### config.mk
export PLATFORM = sky130hd
export DESIGN_NAME = scpl_scale
export DESIGN_NICKNAME = d
export VERILOG_FILES = /design/src/hw/rtl/segment_circle_lookahead_point_unit_defines.svh /design/src/hw/rtl/scpl_pkg.sv /design/src/hw/rtl/scpl_scale.sv
export SDC_FILE = /design/constraint.sdc
export NUM_CORES = 2
export LEC_CHECK = 0
export BUFFER_PORTS_ARGS = -buffer_cell sky130_fd_sc_hd__clkbuf_2
export CORE_AREA = 2 2 314 316
export CTS_BUF_LIST = sky130_fd_sc_hd__clkbuf_8
export DETAILED_ROUTE_END_ITERATION = 10
export DIE_AREA = 0 0 316 318
export PLACE_DENSITY = 0.84
export SYNTH_ARGS = -nofsm -noshare
export SYNTH_HDL_FRONTEND = slang
export SYNTH_SLANG_ARGS = --single-unit
### constraint.sdc
create_clock -name clk -period 8.1 [get_ports clk]
set_clock_uncertainty 0.1 [all_clocks]
set_input_delay 0.81 -clock clk [delete_from_list [all_inputs] [get_ports clk]]
set_output_delay 0.81 -clock clk [all_outputs]
set_load 0.01 [all_outputs]
### src/hw/rtl/segment_circle_lookahead_point_unit_defines.svh
// Assertion macros shared by the lookahead point unit.
// Needs a clk and an active-low rst_n in the scope where they are used.
`ifndef SEGMENT_CIRCLE_LOOKAHEAD_POINT_UNIT_DEFINES_SVH
`define SEGMENT_CIRCLE_LOOKAHEAD_POINT_UNIT_DEFINES_SVH

// Consequent must hold in the same cycle as the antecedent.
`define SCPL_ASSERT_SAME(lbl, ante, cons) \
    lbl: assert property (@(posedge clk) disable iff (!rst_n) (ante) |-> (cons)) \
        else $error("scpl assertion failed");

// Consequent must hold in the cycle after the antecedent.
`define SCPL_ASSERT_NEXT(lbl, ante, cons) \
    lbl: assert property (@(posedge clk) disable iff (!rst_n) (ante) |=> (cons)) \
        else $error("scpl assertion failed");

`endif

### src/hw/rtl/scpl_pkg.sv
// Types and fixed widths of the lookahead point unit.
// Used by every module of the unit; depends on nothing.
package scpl_pkg;

    localparam int COORD_W = 16;
    localparam int DIFF_W  = COORD_W + 1;
    localparam int PROD_W  = 2 * DIFF_W;
    localparam int A_W     = 33;
    localparam int H_W     = 34;
    localparam int CR_W    = 35;
    localparam int CRM_W   = 33;
    localparam int R2_W    = 32;
    localparam int AR2_W   = A_W + R2_W;
    localparam int RAD_W   = 2 * CRM_W;
    localparam int ROOT_W  = RAD_W / 2;
    localparam int REM_W   = ROOT_W + 4;
    localparam int N_W     = 36;
    localparam int P_W     = DIFF_W + N_W;
    localparam int NUM_W   = 52;
    localparam int DREM_W  = A_W + 1;

    localparam logic [0:0] REG_FORWARD  = 1'b0;
    localparam logic [0:0] REG_BACKWARD = 1'b1;

    typedef struct packed {
        logic               moving_forward;
        logic signed [15:0] tractor_y;
        logic signed [15:0] tractor_x;
        logic signed [15:0] trailer_y;
        logic signed [15:0] trailer_x;
        logic signed [15:0] seg_end_y;
        logic signed [15:0] seg_end_x;
        logic signed [15:0] seg_start_y;
        logic signed [15:0] seg_start_x;
    } query_t;

    typedef struct packed {
        logic                      found;
        logic signed [COORD_W-1:0] sx;
        logic signed [COORD_W-1:0] sy;
        logic signed [DIFF_W-1:0]  dx;
        logic signed [DIFF_W-1:0]  dy;
        logic signed [H_W-1:0]     h;
        logic [A_W-1:0]            a;
    } root_side_t;

    typedef struct packed {
        logic                      found;
        logic signed [COORD_W-1:0] sx;
        logic signed [COORD_W-1:0] sy;
        logic                      negx;
        logic                      negy;
        logic [A_W-1:0]            a;
    } div_side_t;

endpackage

### src/hw/rtl/scpl_scale.sv
// Scaling stages: n = root - h, products d*n, magnitudes with half divisor added.
// Depends on scpl_pkg.
module scpl_scale (
    input  logic                          clk,
    input  logic                          rst_n,
    input  logic                          en,
    input  logic                          in_valid,
    input  logic [scpl_pkg::ROOT_W-1:0]   root,
    input  scpl_pkg::root_side_t          in_side,
    output logic                          out_valid,
    output logic [scpl_pkg::NUM_W-1:0]    num_x,
    output logic [scpl_pkg::NUM_W-1:0]    num_y,
    output scpl_pkg::div_side_t           out_side
);

    localparam int NW = scpl_pkg::N_W;
    localparam int PW = scpl_pkg::P_W;
    localparam int MW = scpl_pkg::NUM_W;
    localparam int AW = scpl_pkg::A_W;

    logic [2:0]            valid_reg;
    logic signed [NW-1:0]  n_reg;
    scpl_pkg::root_side_t  s1_reg, s2_reg;
    logic signed [PW-1:0]  px_reg, py_reg;
    logic [MW-1:0]         mx_reg, my_reg;
    scpl_pkg::div_side_t   s3_reg;
    logic signed [PW-1:0]  px_abs, py_abs;
    logic [MW-1:0]         half_a;

    assign px_abs = px_reg[PW-1] ? -px_reg : px_reg;
    assign py_abs = py_reg[PW-1] ? -py_reg : py_reg;
    assign half_a = MW'(s2_reg.a[AW-1:1]);

    always_ff @(posedge clk or negedge rst_n)
    begin
        if (!rst_n)
        begin
            valid_reg <= '0;
        end
        else if (en)
        begin
            valid_reg <= {valid_reg[1:0], in_valid};
        end
    end

    always_ff @(posedge clk)
    begin
        if (en)
        begin
            n_reg  <= $signed(NW'(root)) - NW'(in_side.h);
            s1_reg <= in_side;

            px_reg <= s1_reg.dx * n_reg;
            py_reg <= s1_reg.dy * n_reg;
            s2_reg <= s1_reg;

            // Adding half the divisor before truncating rounds ties away from zero.
            mx_reg       <= px_abs[MW-1:0] + half_a;
            my_reg       <= py_abs[MW-1:0] + half_a;
            s3_reg.found <= s2_reg.found;
            s3_reg.sx    <= s2_reg.sx;
            s3_reg.sy    <= s2_reg.sy;
            s3_reg.negx  <= px_reg[PW-1];
            s3_reg.negy  <= py_reg[PW-1];
            s3_reg.a     <= s2_reg.a;
        end
    end

    assign out_valid = valid_reg[2];
    assign num_x     = mx_reg;
    assign num_y     = my_reg;
    assign out_side  = s3_reg;

endmodule

==> out/summary.log <==
qor: cts.cts.sinks 480
qor: synthesis.synth_cell_type_count 73
qor: synthesis.syn_area_per_cell 10.2 sq um
qor: placement.buffer_ports.inserted 343
qor: routing.route.detailed.vias_per_inst 5.71
qor: routing.drtPass1Iterations 7
qor: global_routing.grt_start_max_net_pins 194
qor: sta.layout_worst_path_cycle_share 0.979
qor: final_layout.num-nets-final 8110
qor: cts.cts_tree yes
qor: critical_path.cpLargestDelayFamily adder cells
qor: cts.cts_buffers 82
qor: routing.final_antenna_net_count 0
qor: critical_path.crit_buf_inv 4
qor: sta.report.final.slew_viol_count 0
qor: status.outcome finished clean
qor: final_layout.post_route_cells_drive_above_1_share 0.0959
qor: synthesis.synthCells 6150
qor: final_layout.area_growth_syn_to_fin 8.25%
qor: synthesis.syn-cell-area 0.0626 sq mm
qor: routing.route.detailed.drc 0
qor: global_routing.grt_pass1_wl 250000 microns
qor: final_layout.most_used_cells_in_the_layout_excluding_fill_and_tap_cells 1226 x inv_1, 1135 x fa_1, 754 x nand2_1
qor: global_routing.global_route_usage_sum 0.318
qor: critical_path.setup.worst_path.start_class flop
qor: critical_path.cp_common_cell fa_1
qor: floorplan.dieArea 0.100 sq mm
qor: cts.cts-root-buf clkbuf_8
qor: flow_run.max-cap-violations 0
qor: floorplan.initial_utilization 0.642
qor: routing.wl 155000 microns
qor: synthesis.mappedNetlistNets 7797
qor: floorplan.ioPinCount 344
qor: placement.finalWeightedCongestion 0.974
qor: synthesis.synth-warning-count 0
qor: sta.report.final.hold_viol_count 0
qor: critical_path.crit_path_cell_trace buf_4, nand2_1, fa_1, inv_1, fa_1, fa_1, fa_1, fa_1, inv_1, fa_1, inv_1, ha_1, a21oi_1, o21ai_0, nor4b_1, nand4_1, and3_1, a31oi_1, o211ai_1, a221oi_1, xnor2_1
qor: floorplan.rows 115
qor: sta.tightest_slew 1.13 ns
qor: synthesis.synth_sequential_area_ratio 0.230
qor: global_routing.first_global_vias 47500
qor: critical_path.worst_ep_required_time 8.51 ns
qor: synthesis.synthFlopType edfxtp_1
qor: sta.achievable-frequency 0.126 GHz
qor: cts.clk_path_buf_depth 3
qor: sta.period_minus_ws_final 7.93 ns
qor: sta.grt_setup_unrepaired false
qor: sta.finalSetupViolCount 0
qor: critical_path.end_kind flop
qor: critical_path.crit_type flop to flop
qor: cts.clock_latency 0.77 ns
qor: critical_path.critical_path_maximum_fanout 23
qor: floorplan.core_area 0.0974 sq mm
qor: final_layout.largest_reg_flops 100
qor: critical_path.worst_path_max_delay_cell edfxtp_1
qor: routing.vias 44700
qor: placement.dp.final_hpwl 126000 microns
qor: global_routing.antenna_found_initial 9
qor: sta.slew_headroom 0.244
qor: synthesis.synth_edf_count 477
qor: synthesis.synth-seq-cells 480
qor: floorplan.width_of_the_die 316 microns
qor: final_layout.layout.cells.most_common inv_1
qor: critical_path.worstPathArrival 8.34 ns
qor: cts.clkTransAtPathRegs 0.07 ns
qor: synthesis.async_flop_share 0.00625
qor: routing.avgRoutedWirePerCell 19.9 microns
qor: floorplan.die_y 318 microns
qor: global_routing.gr-total-overflow 0
qor: routing.drt_first_iter_violations 4079
qor: cts.cts_max_level 3
qor: final_layout.post-route-util 0.695
qor: sta.fin_setup_tns 0 ns
qor: critical_path.crit_path_max_incr_delay 1.01 ns
qor: min_path.worst_hold_path_type input port to flop
-- per-layer routing --
| layer | share of wire | vias up | global-route usage |
|---|---|---|---|
| met1 | 0.39 | 22000 | 0.423 |
| met4 | 0.034 | 6 | 0.106 |
| met3 | 0.11 | 374 | 0.0882 |
| li1 | - | 19800 | - |
| met2 | 0.46 | 2452 | 0.508 |
| met5 | 0.00018 | - | 0 |
-- final timing paths --
| kind | slack (ns) | end | cells after the start | from |
|---|---|---|---|---|
| hold reg to reg | 0.31 | s2_reg[106] | 0 | s1_reg[106] |
| setup / recovery | 0.17 | py_reg[51] | 21 | n_reg[14] |
| setup reg to reg | 0.17 | py_reg[51] | 21 | n_reg[14] |
| hold / removal | 0.11 | s1_reg[73] | 1 | in_side[73] |
| max in group asynchronous | 7.48 | valid_reg[0] | 2 | rst_n |
| min in group asynchronous | 0.31 | valid_reg[2] | 2 | rst_n |
-- layout make-up --
| class | count | area, sq um |
|---|---|---|
| tap | 1287 | 1610 |
| clock buffer | 86 | 1180 |
| antenna | 4 | 10.0 |
| timing repair buffer | 481 | 2850 |
| inverter | 1208 | 4530 |
| multi-input combinational | 4210 | 42700 |
| clock inverter | 62 | 449 |
| sequential | 480 | 14400 |
| fill | 6874 | 29700 |
-- synth_stat cells, drive strengths merged, types with 36 or more instances --
library cell  count  share of area
fa             1135           0.36
nand2           755          0.045
xnor2           234          0.033
o21ai           145          0.012
nor2            179          0.011
nand3            46         0.0038
nand2b           44         0.0044
ha              341          0.068
o31ai            36         0.0043
inv            1208          0.072
edfxtp          477           0.23
clkbuf          246          0.015
a21oi           179          0.014
a21o             84          0.010
nor3             45         0.0036
xor2             90          0.013
and2            519          0.052
-- stage by stage --
stage	cells	worst slack (ns)	cell area (sq um)	hold WS [ns]
2_1_floorplan	6150	1.34	62600	0.300
3_3_place_gp	7662	0.456	66000	0.301
3_5_place_dp	7662	0.322	66000	0.305
4_1_cts	7811	0.296	67700	0.0583
5_1_grt	7816	0.0224	67700	0.0829
6_report	7818	0.173	67700	0.114
-- kinds of logic after synthesis --
group | synth area share
compound gates | 0.0648
buf+inv | 0.0877
fa+ha+maj | 0.431
xor+xnor | 0.0453
flops | 0.230
simple gates | 0.140
mux | 0.000540
-- timing repair --
action,4_1_cts,5_1_grt
hold endpoints to repair,3,0
hold buffers,1,0
buffers inserted,0,3
gates resized for setup,0,2
setup endpoints to repair,0,2
Power is not shown: default switching activity piles up to over one toggle a cycle in this logic, so the estimate is an artifact.
